File: src/sv/bmpd_pkg.sv
// Shared types and constants of the 24-bit BMP stream decoder.
package bmpd_pkg;

  localparam int unsigned MAX_WIDTH  = 4096;
  localparam int unsigned MAX_HEIGHT = 4096;

  localparam logic [31:0] HEADER_LEN = 32'd30;
  localparam logic [7:0]  SIG_B      = 8'h42;
  localparam logic [7:0]  SIG_M      = 8'h4d;
  localparam logic [15:0] DEPTH_24   = 16'd24;

  localparam logic [4:0] POS_SIG_B     = 5'd0;
  localparam logic [4:0] POS_SIG_M     = 5'd1;
  localparam logic [4:0] POS_SIZE_LO   = 5'd2;
  localparam logic [4:0] POS_SIZE_HI   = 5'd5;
  localparam logic [4:0] POS_OFFSET_LO = 5'd10;
  localparam logic [4:0] POS_OFFSET_HI = 5'd13;
  localparam logic [4:0] POS_WIDTH_LO  = 5'd18;
  localparam logic [4:0] POS_WIDTH_HI  = 5'd21;
  localparam logic [4:0] POS_HEIGHT_LO = 5'd22;
  localparam logic [4:0] POS_HEIGHT_HI = 5'd25;
  localparam logic [4:0] POS_DEPTH_LO  = 5'd28;
  localparam logic [4:0] POS_DEPTH_HI  = 5'd29;

  localparam int unsigned QDEPTH = 4;
  localparam int unsigned QPTRW  = $clog2(QDEPTH);
  localparam int unsigned QCNTW  = $clog2(QDEPTH + 1);

  typedef enum logic [2:0] {
    ST_OK            = 3'd0,
    ST_BAD_SIG       = 3'd1,
    ST_BAD_DEPTH     = 3'd2,
    ST_BAD_GEOM      = 3'd3,
    ST_SIZE_MISMATCH = 3'd4,
    ST_TRUNCATED     = 3'd5
  } status_e;

  typedef struct packed {
    logic        kind;
    logic [7:0]  blue;
    logic [7:0]  green;
    logic [7:0]  red;
    logic [11:0] pixel_row;
    logic [11:0] pixel_col;
    status_e     status_code;
    logic [12:0] image_width;
    logic [12:0] image_height;
    logic [31:0] pixel_data_offset;
    logic [31:0] declared_size;
    logic        final_res;
  } result_t;

  typedef struct packed {
    logic [1:0] n;
    result_t    first;
    result_t    second;
  } push_t;

endpackage

File: src/sv/bmpd_core.sv
// Header capture, pixel assembly and status generation, one byte a cycle while accept_i is high.
module bmpd_core (
  input  logic            clk_i,
  input  logic            rst_ni,
  input  logic            accept_i,
  input  logic [7:0]      data_byte_i,
  input  logic            end_of_file_i,
  output bmpd_pkg::push_t push_o
);
  import bmpd_pkg::*;

  logic [31:0] pos_q, pos_d;
  logic [31:0] size_q, size_d;
  logic [31:0] offset_q, offset_d;
  logic [31:0] width_q, width_d;
  logic [31:0] height_q, height_d;
  logic [15:0] depth_q, depth_d;
  status_e     error_q, error_d;
  logic [1:0]  phase_q, phase_d;
  logic [7:0]  blue_q, blue_d;
  logic [7:0]  green_q, green_d;
  logic [11:0] col_q, col_d;
  logic [12:0] rows_q, rows_d;
  logic [13:0] rbc_q, rbc_d;

  logic [14:0] data_len;
  logic [14:0] row_len;
  logic [14:0] rbc_inc;
  logic [32:0] count;
  logic        pix_valid;
  result_t     pix_res;
  result_t     stat_res;
  status_e     st;

  always_comb begin
    pos_d    = pos_q;
    size_d   = size_q;
    offset_d = offset_q;
    width_d  = width_q;
    height_d = height_q;
    depth_d  = depth_q;
    error_d  = error_q;
    phase_d  = phase_q;
    blue_d   = blue_q;
    green_d  = green_q;
    col_d    = col_q;
    rows_d   = rows_q;
    rbc_d    = rbc_q;
    pix_valid = 1'b0;
    pix_res   = '0;
    stat_res  = '0;
    st        = ST_OK;
    push_o    = '0;

    data_len = {2'b00, width_q[12:0]} + {1'b0, width_q[12:0], 1'b0};
    row_len  = (data_len + 15'd3) & ~15'd3;
    rbc_inc  = {1'b0, rbc_q} + 15'd1;
    count    = {1'b0, pos_q} + 33'd1;

    if (pos_q < HEADER_LEN) begin
      unique case (pos_q[4:0]) inside
        POS_SIG_B: begin
          if (data_byte_i != SIG_B && error_q == ST_OK) error_d = ST_BAD_SIG;
        end
        POS_SIG_M: begin
          if (data_byte_i != SIG_M && error_q == ST_OK) error_d = ST_BAD_SIG;
        end
        [POS_SIZE_LO:POS_SIZE_HI]: begin
          size_d[{pos_q[1:0] - 2'd2, 3'b000} +: 8] = data_byte_i;
        end
        [POS_OFFSET_LO:POS_OFFSET_HI]: begin
          offset_d[{pos_q[1:0] - 2'd2, 3'b000} +: 8] = data_byte_i;
        end
        [POS_WIDTH_LO:POS_WIDTH_HI]: begin
          width_d[{pos_q[1:0] - 2'd2, 3'b000} +: 8] = data_byte_i;
        end
        [POS_HEIGHT_LO:POS_HEIGHT_HI]: begin
          height_d[{pos_q[1:0] - 2'd2, 3'b000} +: 8] = data_byte_i;
        end
        [POS_DEPTH_LO:POS_DEPTH_HI]: begin
          depth_d[{pos_q[0], 3'b000} +: 8] = data_byte_i;
        end
        default: begin
        end
      endcase
      if (pos_q[4:0] == POS_DEPTH_HI && error_q == ST_OK) begin
        if (depth_d != DEPTH_24) begin
          error_d = ST_BAD_DEPTH;
        end else if (width_q == 32'd0 || width_q > 32'(MAX_WIDTH) ||
                     height_q == 32'd0 || height_q > 32'(MAX_HEIGHT) ||
                     offset_q < HEADER_LEN) begin
          error_d = ST_BAD_GEOM;
        end
      end
    end else if (error_q == ST_OK && pos_q >= offset_q &&
                 {19'd0, rows_q} < height_q) begin
      if ({1'b0, rbc_q} < data_len) begin
        case (phase_q)
          2'd0: begin
            blue_d  = data_byte_i;
            phase_d = 2'd1;
          end
          2'd1: begin
            green_d = data_byte_i;
            phase_d = 2'd2;
          end
          default: begin
            pix_valid         = 1'b1;
            pix_res.blue      = blue_q;
            pix_res.green     = green_q;
            pix_res.red       = data_byte_i;
            pix_res.pixel_row = height_q[11:0] - 12'd1 - rows_q[11:0];
            pix_res.pixel_col = col_q;
            pix_res.final_res = ~end_of_file_i;
            phase_d = 2'd0;
            col_d   = col_q + 12'd1;
          end
        endcase
      end
      if (rbc_inc >= row_len) begin
        rbc_d   = '0;
        col_d   = '0;
        phase_d = 2'd0;
        rows_d  = rows_q + 13'd1;
      end else begin
        rbc_d = rbc_inc[13:0];
      end
    end

    if (pos_q != 32'hFFFF_FFFF) pos_d = pos_q + 32'd1;

    if (error_d != ST_OK) st = error_d;
    else if (pos_q < HEADER_LEN - 32'd1) st = ST_TRUNCATED;
    else if (count != {1'b0, size_d}) st = ST_SIZE_MISMATCH;
    else if ({19'd0, rows_d} < height_d) st = ST_TRUNCATED;
    else st = ST_OK;

    stat_res.kind              = 1'b1;
    stat_res.status_code       = st;
    stat_res.image_width       = (|width_d[31:13]) ? 13'h1FFF : width_d[12:0];
    stat_res.image_height      = (|height_d[31:13]) ? 13'h1FFF : height_d[12:0];
    stat_res.pixel_data_offset = offset_d;
    stat_res.declared_size     = size_d;
    stat_res.final_res         = 1'b1;

    if (accept_i) begin
      if (pix_valid && end_of_file_i) begin
        push_o.n      = 2'd2;
        push_o.first  = pix_res;
        push_o.second = stat_res;
      end else if (pix_valid) begin
        push_o.n     = 2'd1;
        push_o.first = pix_res;
      end else if (end_of_file_i) begin
        push_o.n     = 2'd1;
        push_o.first = stat_res;
      end
    end

    if (end_of_file_i) begin
      pos_d    = '0;
      size_d   = '0;
      offset_d = '0;
      width_d  = '0;
      height_d = '0;
      depth_d  = '0;
      error_d  = ST_OK;
      phase_d  = '0;
      blue_d   = '0;
      green_d  = '0;
      col_d    = '0;
      rows_d   = '0;
      rbc_d    = '0;
    end
  end

  always_ff @(posedge clk_i or negedge rst_ni) begin
    if (!rst_ni) begin
      pos_q    <= '0;
      size_q   <= '0;
      offset_q <= '0;
      width_q  <= '0;
      height_q <= '0;
      depth_q  <= '0;
      error_q  <= ST_OK;
      phase_q  <= '0;
      blue_q   <= '0;
      green_q  <= '0;
      col_q    <= '0;
      rows_q   <= '0;
      rbc_q    <= '0;
    end else if (accept_i) begin
      pos_q    <= pos_d;
      size_q   <= size_d;
      offset_q <= offset_d;
      width_q  <= width_d;
      height_q <= height_d;
      depth_q  <= depth_d;
      error_q  <= error_d;
      phase_q  <= phase_d;
      blue_q   <= blue_d;
      green_q  <= green_d;
      col_q    <= col_d;
      rows_q   <= rows_d;
      rbc_q    <= rbc_d;
    end
  end

endmodule

File: src/sv/bmpd_queue.sv
// Result queue that takes up to two results a cycle and hands out one while out_ready_i is high.
module bmpd_queue (
  input  logic              clk_i,
  input  logic              rst_ni,
  input  bmpd_pkg::push_t   push_i,
  output logic              can_take_o,
  output logic              out_valid_o,
  input  logic              out_ready_i,
  output bmpd_pkg::result_t out_res_o
);
  import bmpd_pkg::*;

  result_t            mem_q [QDEPTH];
  logic [QPTRW-1:0]   wr_q, wr_d;
  logic [QPTRW-1:0]   rd_q, rd_d;
  logic [QCNTW-1:0]   cnt_q, cnt_d;
  logic               pop;

  assign out_valid_o = (cnt_q != '0);
  assign out_res_o   = mem_q[rd_q];
  assign can_take_o  = (cnt_q <= QCNTW'(QDEPTH - 2));
  assign pop         = out_valid_o && out_ready_i;

  always_comb begin
    wr_d  = wr_q + QPTRW'(push_i.n);
    rd_d  = pop ? rd_q + QPTRW'(1) : rd_q;
    cnt_d = cnt_q + QCNTW'(push_i.n) - QCNTW'(pop);
  end

  always_ff @(posedge clk_i) begin
    if (push_i.n != 2'd0) mem_q[wr_q] <= push_i.first;
    if (push_i.n == 2'd2) mem_q[wr_q + QPTRW'(1)] <= push_i.second;
  end

  always_ff @(posedge clk_i or negedge rst_ni) begin
    if (!rst_ni) begin
      wr_q  <= '0;
      rd_q  <= '0;
      cnt_q <= '0;
    end else begin
      wr_q  <= wr_d;
      rd_q  <= rd_d;
      cnt_q <= cnt_d;
    end
  end

endmodule

File: src/sv/bmp24_stream_decoder.sv
// Top level of the 24-bit BMP stream decoder.
// The decoder takes one file byte per transaction and one transaction per clock
// cycle. Every byte is processed by the decoder core, which writes its results
// into a four-entry result queue; the queue drains one result per cycle while
// the result side is ready. A byte causes at most two results: a pixel (once
// its red byte arrives) and, on the byte flagged with tlast, a status result
// after it. s_axis_tready drops while the queue holds three or more results.
// With the result side ready the queue never holds more than two, so a byte is
// taken in every cycle, the final byte that also completes a pixel included;
// input stalls come only from result-side backpressure. The header is checked
// on its 30th byte; after the final byte all state clears for the next file.
module bmp24_stream_decoder (
  input  logic           clk_i,
  input  logic           rst_ni,
  input  logic           s_axis_tvalid_i,
  output logic           s_axis_tready_o,
  // Fields from bit 0: data_byte[7:0].
  input  logic [7:0]     s_axis_tdata_i,
  input  logic           s_axis_tlast_i,
  output logic           m_axis_tvalid_o,
  input  logic           m_axis_tready_i,
  // Fields from bit 0: blue[7:0], green[15:8], red[23:16], pixel_row[35:24],
  // pixel_col[47:36], status_code[50:48], image_width[63:51],
  // image_height[76:64], pixel_data_offset[108:77], declared_size[140:109],
  // zero fill[143:141].
  output logic [143:0]   m_axis_tdata_o,
  // Fields from bit 0: kind[0].
  output logic [0:0]     m_axis_tuser_o,
  output logic           m_axis_tlast_o
);
  import bmpd_pkg::*;

  push_t   push;
  result_t res;
  logic    accept;

  assign accept = s_axis_tvalid_i && s_axis_tready_o;

  bmpd_core u_core (
    .clk_i         (clk_i),
    .rst_ni        (rst_ni),
    .accept_i      (accept),
    .data_byte_i   (s_axis_tdata_i),
    .end_of_file_i (s_axis_tlast_i),
    .push_o        (push)
  );

  bmpd_queue u_queue (
    .clk_i       (clk_i),
    .rst_ni      (rst_ni),
    .push_i      (push),
    .can_take_o  (s_axis_tready_o),
    .out_valid_o (m_axis_tvalid_o),
    .out_ready_i (m_axis_tready_i),
    .out_res_o   (res)
  );

  assign m_axis_tdata_o = {3'b000, res.declared_size, res.pixel_data_offset,
                           res.image_height, res.image_width, res.status_code,
                           res.pixel_col, res.pixel_row, res.red, res.green,
                           res.blue};
  assign m_axis_tuser_o = res.kind;
  assign m_axis_tlast_o = res.final_res;

endmodule
File: config.mk
export PLATFORM = sky130hd
export DESIGN_NAME = bmp24_stream_decoder
export DESIGN_NICKNAME = d
export VERILOG_FILES = /design/src/sv/bmpd_pkg.sv /design/src/sv/bmpd_core.sv /design/src/sv/bmpd_queue.sv /design/src/sv/bmp24_stream_decoder.sv
export SDC_FILE = /design/constraint.sdc
export NUM_CORES = 2
export LEC_CHECK = 0
export BUFFER_PORTS_ARGS = -buffer_cell sky130_fd_sc_hd__buf_2
export CAP_MARGIN = 20
export CORE_MARGIN = 3
export CORE_UTILIZATION = 60
export DETAILED_ROUTE_END_ITERATION = 6
export GPL_ROUTABILITY_DRIVEN = 0
export PLACE_DENSITY_LB_ADDON = 0.15
export SYNTH_ARGS = -nofsm -noshare
export SYNTH_HDL_FRONTEND = slang
export SYNTH_SLANG_ARGS = --single-unit
File: constraint.sdc
create_clock -name clk_i -period 10.26 [get_ports clk_i]
set_clock_uncertainty 0.15 [all_clocks]
set_input_delay 0.513 -clock clk_i [delete_from_list [all_inputs] [get_ports clk_i]]
set_output_delay 0.513 -clock clk_i [all_outputs]
set_load 0.02 [all_outputs]
### After elaboration in Yosys (flattened, before gate mapping)

Memory sizes are Yosys's and may differ from the RTL's.
Cells that the tools add are included.

| storage, ports and cells | value |
|---|---|
| register bits after elaboration | 243 |
| RAM bits | 572 |
| input bits | 13 |
| memories | 1 |

Memory list:

| name | depth | width | read ports | clocked after memory_dff | wr ports | line | source |
|---|---|---|---|---|---|---|---|
| u_queue.mem_q | 4 | 143 | 1 | 0 | 2 | bmpd_queue.sv:13 | `result_t mem_q [QDEPTH];` |

| cells by class | value |
|---|---|
| add/sub/neg operators | 17 |
| $lt $le $gt $ge | 21 |
| equal/unequal tests | 11 |
| shift-type cells | 4 |
| mux-type cells | 88 |
| bitwise logic cells | 1 |
| reductions and logical operators | 42 |

Operators by type and width:

| kind | count |
|---|---|
| $mux 32 | 14 |
| $mux 145 | 2 |
| $mux 288 | 1 |
| $mux 48 | 4 |
| $mux 144 | 1 |
| $mux 143 | 1 |
| $bwmux 32 | 4 |
| $lt 32x5->1 const B | 3 |
| $mux 8 | 10 |
| $mux 13 | 6 |
| $mux 12 | 6 |
| $gt 32x13->1 const B | 2 |
| $logic_not 32->1 | 2 |
| $lt 13x32->1 | 2 |
| $mux 16 | 4 |
| $mux 14 | 4 |
| $reduce_or 19->1 | 2 |
| $add 32x1->33 const B | 1 |
| $mux 3 | 11 |
| $ne 33x32->1 | 1 |
| $add 32x1->32 const B | 1 |
| $ge 32x32->1 | 1 |
| $ne 32x32->1 const B | 1 |
| $shift 8x7->32 const A | 1 |
| 52 further kinds | 99 |

### Logic depth before layout (Yosys ltp)

| depth | value |
|---|---|
| depth after elaboration | 18 |
| gate-level depth with buffers | 32 |
| depth with buffers taken out | 32 |

### By module

Synthesis repeated with hierarchy kept, for this count alone.

| second synthesis, totals | value |
|---|---|
| cells, all modules | 3824 |
| area total of the unflattened synthesis | 47529.3 um^2 |

By module, submodules not included:

| module | times used | cells an instance | area each (um^2) | seq. area each (um^2) |
|---|---|---|---|---|
| bmpd_queue | 1 | 1424 | 28444.8 | 17351.6 |
| bmpd_core | 1 | 2395 | 19052.0 | 5905.7 |
| bmp24_stream_decoder | 1 | 5 | 32.5 | 0.0 |

### Worst setup path after synthesis

Ideal clock, no wire load.

| timing path | value |
|---|---|
| kind | reg2reg |
| from | register u_core.width_q[1] |
| to | memory u_queue.mem_q[0][0] (netlist name), enable pin |
| setup time | 0.448 ns |
| arrival | 7.157 ns |
| data required time | 9.662 ns |
| slack | 2.505 ns |
| cell stages (with the launch flop) | 25 |
| cell sequence | dfrtp_1 -> ha_1 -> fa_1 -> a21o_1 -> a21oi_1 -> o21bai_1 -> a21boi_0 -> o21bai_1 -> a221oi_1 -> xor2_1 -> ha_1 -> and4_1 -> a21oi_1 -> nand2_1 -> o22ai_1 -> nand2_1 -> ha_1 -> clkbuf_1 -> and3_1 -> nor2_1 -> or3_1 -> clkbuf_1 -> clkbuf_1 -> clkbuf_1 -> inv_1 |

RTL lines:

| item | line | source |
|---|---|---|
| start, declared | bmpd_core.sv:15 | `logic [31:0] width_q, width_d;` |
| start signal, assigned | bmpd_core.sv:196 | `width_q <= width_d;` |
| end, declared | bmpd_queue.sv:13 |  |

==> summary.txt <==
Ant. Diodes -> 0
Root buffer cell -> clkbuf_16
Setup TNS -> 0 ns
Number of synthesized flops with an enable pin -> 380
R2R Setup Slk -> 2.28 ns
Overflow after GRT -> 0
First-pass GRT wire length -> 170,500 um
Max-slew violation count -> 0
Initial antenna violation count -> 0
Pre-CTS WS -> 2.484 ns
Worst skew pair latency -> 0.64 ns
Reg-to-reg critical path endpoint -> u_queue.mem_q[0][91]$_DFFE_PP_
DIE AREA -> 68,180 um^2
CP dominant cell by count -> a21oi_1
Worst-path clk slew -> 0.06 ns
Clock power frac -> 0.311
First drt pass iteration count -> 6
Switching Power -> 0.003683 W
Top Ports -> 161
Area Overhead vs Synth -> 11.50%
DR vias/cell -> 6.536
Num rows -> 92
Post_cts resized -> 0
Period utilization -> 0.7781
Element type at the critical path start -> register
# DRC -> 0
Vias in the first global route -> 29,230
Top post-synthesis cells by count -> 494 x nor2_1, 380 x edfxtp_1, 300 x nand2_1
Setup violations, final -> 0
Ys Warns -> 0
Post-synth ARST share -> 0.2982
Worst EP required -> 10.59 ns
Minimum clock period -> 7.983 ns
PortBufs -> 157
Layout Cells excl Fill -> 4,474
Lkg Pwr -> 16.44 nW
CTS tree -> done
Post-synthesis sequential area ratio -> 0.5464
Arrival @ worst endpoint -> 8.31 ns
Hold Path Class -> in2reg
Flop pwr share -> 0.372
Seq cells post-synth -> 815
Fin worst setup slack -> 2.277 ns
Critical Path Slowest Stage Cell -> o211ai_1
Max rail drop VDD -> 0.2060 mV
Die span in y -> 261.1 um
Avg WL per Cell -> 24.60 um
HPWL Detailed -> 72,390 um
Count leader, synth -> nor2_1
Synth top area cells -> edfxtp_1 29%, dfrtp_1 16%, dfxtp_1 9.8%
Final ANT Viol Nets -> 0
Nets -> 3,701
FMAX -> 125.3 MHz
Core Util, Final -> 0.6827
DR iter-0 viols -> 3,568
Crit Path Class -> reg2reg
RSZ-0062 raised after global routing -> false
Cells after synthesis -> 3,474
H-tree depth -> 3
Clock Path Buffers -> 3
Slew HR -> 0.1824
Status -> completed
Worst reg-to-reg path cell count -> 32
GRT Total Usage -> 0.3248
Reg2reg start -> u_core.width_q[1]$_DFFE_PN0P_
Dpl cells -> 4,314
Crit-path max FO -> 6
Starting density of the core -> 0.6123
Switching part of the total power -> 0.3555
Final WL -> 110,100 um
Ys flop type -> edfxtp_1
Final hold viol count -> 0
Largest net degree at the start of global routing -> 112
Critical Path Max Stage Delay -> 0.48 ns
Cell Area, Synth -> 39,050 um^2
Yosys top cell by area -> edfxtp_1
Total core area -> 63,770 um^2
Max_cap viols -> 0
Synth top area share -> 0.2922
Int Power -> 0.006677 W
Power per Cell Area -> 238.0 nW/um^2
Hold Path Sink -> u_queue.rd_q[0]$_DFFE_PN0P_
WHS Path Cells -> 3
Setup Buffers After CTS -> 0
Yosys cell types -> 82
Kind of end point of the critical path -> register
Vias post-DR -> 29,240
Combinational share of power -> 0.317
Clock Sinks -> 815
Worst-Margin Slew -> 1.224 ns
Mean Syn Cell Area -> 11.24 um^2
Hold path startpoint -> m_axis_tready_i
Share of layout cells above drive strength 1 -> 0.1486
Die width -> 261.1 um
Total CTS buffers -> 84
==> worst max path at each step <==
| stage | start | endpoint | slack (ns) | depth (start not counted) |
|---|---|---|---|---|
| after floorplan | u_core.width_q[1]$_DFFE_PN0P_ | u_queue.mem_q[0][0]$_DFFE_PP_ | 2.50 | 24 |
| after global placement | u_core.width_q[1]$_DFFE_PN0P_ | u_queue.mem_q[1][93]$_DFFE_PP_ | 2.63 | 32 |
| after detailed placement | u_core.width_q[1]$_DFFE_PN0P_ | u_queue.mem_q[0][91]$_DFFE_PP_ | 2.48 | 32 |
| after CTS | u_core.width_q[1]$_DFFE_PN0P_ | u_queue.mem_q[0][91]$_DFFE_PP_ | 2.44 | 32 |
| after global routing | u_core.width_q[1]$_DFFE_PN0P_ | u_queue.mem_q[1][93]$_DFFE_PP_ | 1.51 | 32 |
| final | u_core.width_q[1]$_DFFE_PN0P_ | u_queue.mem_q[0][91]$_DFFE_PP_ | 2.28 | 32 |
==> registers in the layout, indices dropped and copies added, names as in the netlist <==
name / count
u_core.pos_q: 32
u_core.depth_q: 16
u_core.blue_q: 8
u_queue.cnt_q: 3
u_core.phase_q: 2
u_queue.rd_q: 2
u_queue.mem_q: 572
u_core.size_q: 32
u_core.height_q: 32
u_core.error_q: 3
u_queue.wr_q: 2
u_core.rbc_q: 14
u_core.rows_q: 13
u_core.green_q: 8
u_core.col_q: 12
u_core.width_q: 32
u_core.offset_q: 32
==> power groups by stage <==
stage | Combinational [W] | Sequential [W] | Clock [W]
final | 0.00328 | 0.00385 | 0.00322
after global routing | 0.00350 | 0.00388 | 0.00339
after CTS | 0.00327 | 0.00385 | 0.00325
after detailed placement | 0.00325 | 0.00392 | 0
after global placement | 0.00321 | 0.00390 | 0
after floorplan | 0.00229 | 0.00379 | 0
==> cells by family after synthesis <==
| group | Yosys count | share of synthesized area |
|---|---|---|
| other | 1 | 0.00009603 |
| xor gates and xnor gates | 130 | 0.02916 |
| DFF | 815 | 0.5464 |
| AOI/OAI and AO/OA | 752 | 0.1250 |
| and+or+nand+nor | 1118 | 0.1303 |
| buffers and inverters | 348 | 0.03448 |
| adders and majority gates | 132 | 0.04287 |
| muxes | 178 | 0.09170 |
==> timing repair <==
item / CTS / global route
hold buffers: 1 / 0
endpoints found under the setup margin: 0 / 0
endpoints found under the hold margin: 110 / 0
==> per-layer routing <==
metal  up-vias  global-route usage  routed length [um]
met5         -                   0                   0
li1      12850                   -                   -
met3       320             0.06005                8663
met4         0              0.1332                5053
met2      1400              0.5373               53840
met1     14680              0.4270               42520
==> critical path, delay by kind of cell, from the launching register on <==
kind            cells  cell delay [ns]
simple gates       13             3.08
flops               1             0.46
xor+xnor            3             0.48
fa+ha+maj           4             1.26
compound gates     12             2.41
==> through the flow <==
step | cell area (um^2) | total power (W) | hold WS, ns
5_1_grt | 43540 | 0.01077 | 0.1300
6_report | 43540 | 0.01036 | 0.1247
3_3_place_gp | 40560 | 0.007109 | 0.2778
2_1_floorplan | 39060 | 0.006086 | 0.06741
3_5_place_dp | 40560 | 0.007164 | 0.2910
4_1_cts | 43530 | 0.01037 | 0.1063
==> cells in the final DEF (no fill, tap or decap), drive strengths merged, types with 43 or more instances in the layout <==
cell type	synthesis	layout
dfrtp	243	243
nand3	62	62
nor2	494	494
clkbuf	167	119
nand2	300	300
buf	38	197
o21ai	232	232
mux4	143	143
inv	142	146
ha	129	129
xnor2	95	95
nor4	43	43
dfxtp	192	192
o22ai	54	54
nor3	55	55
a22o	185	185
a21oi	163	163
edfxtp	380	380
==> layout make-up <==
class,count,area (um^2)
Clock inverter,40,529.3
Multi-Input combinational cell,2313,16450
Sequential cell,815,21340
Fill cell,4711,20230
Tap cell,846,1059
Inverter,143,546.8
Timing Repair Buffer,199,1176
Clock buffer,118,2432
Note: power is estimated with default switching activity, not from simulation.
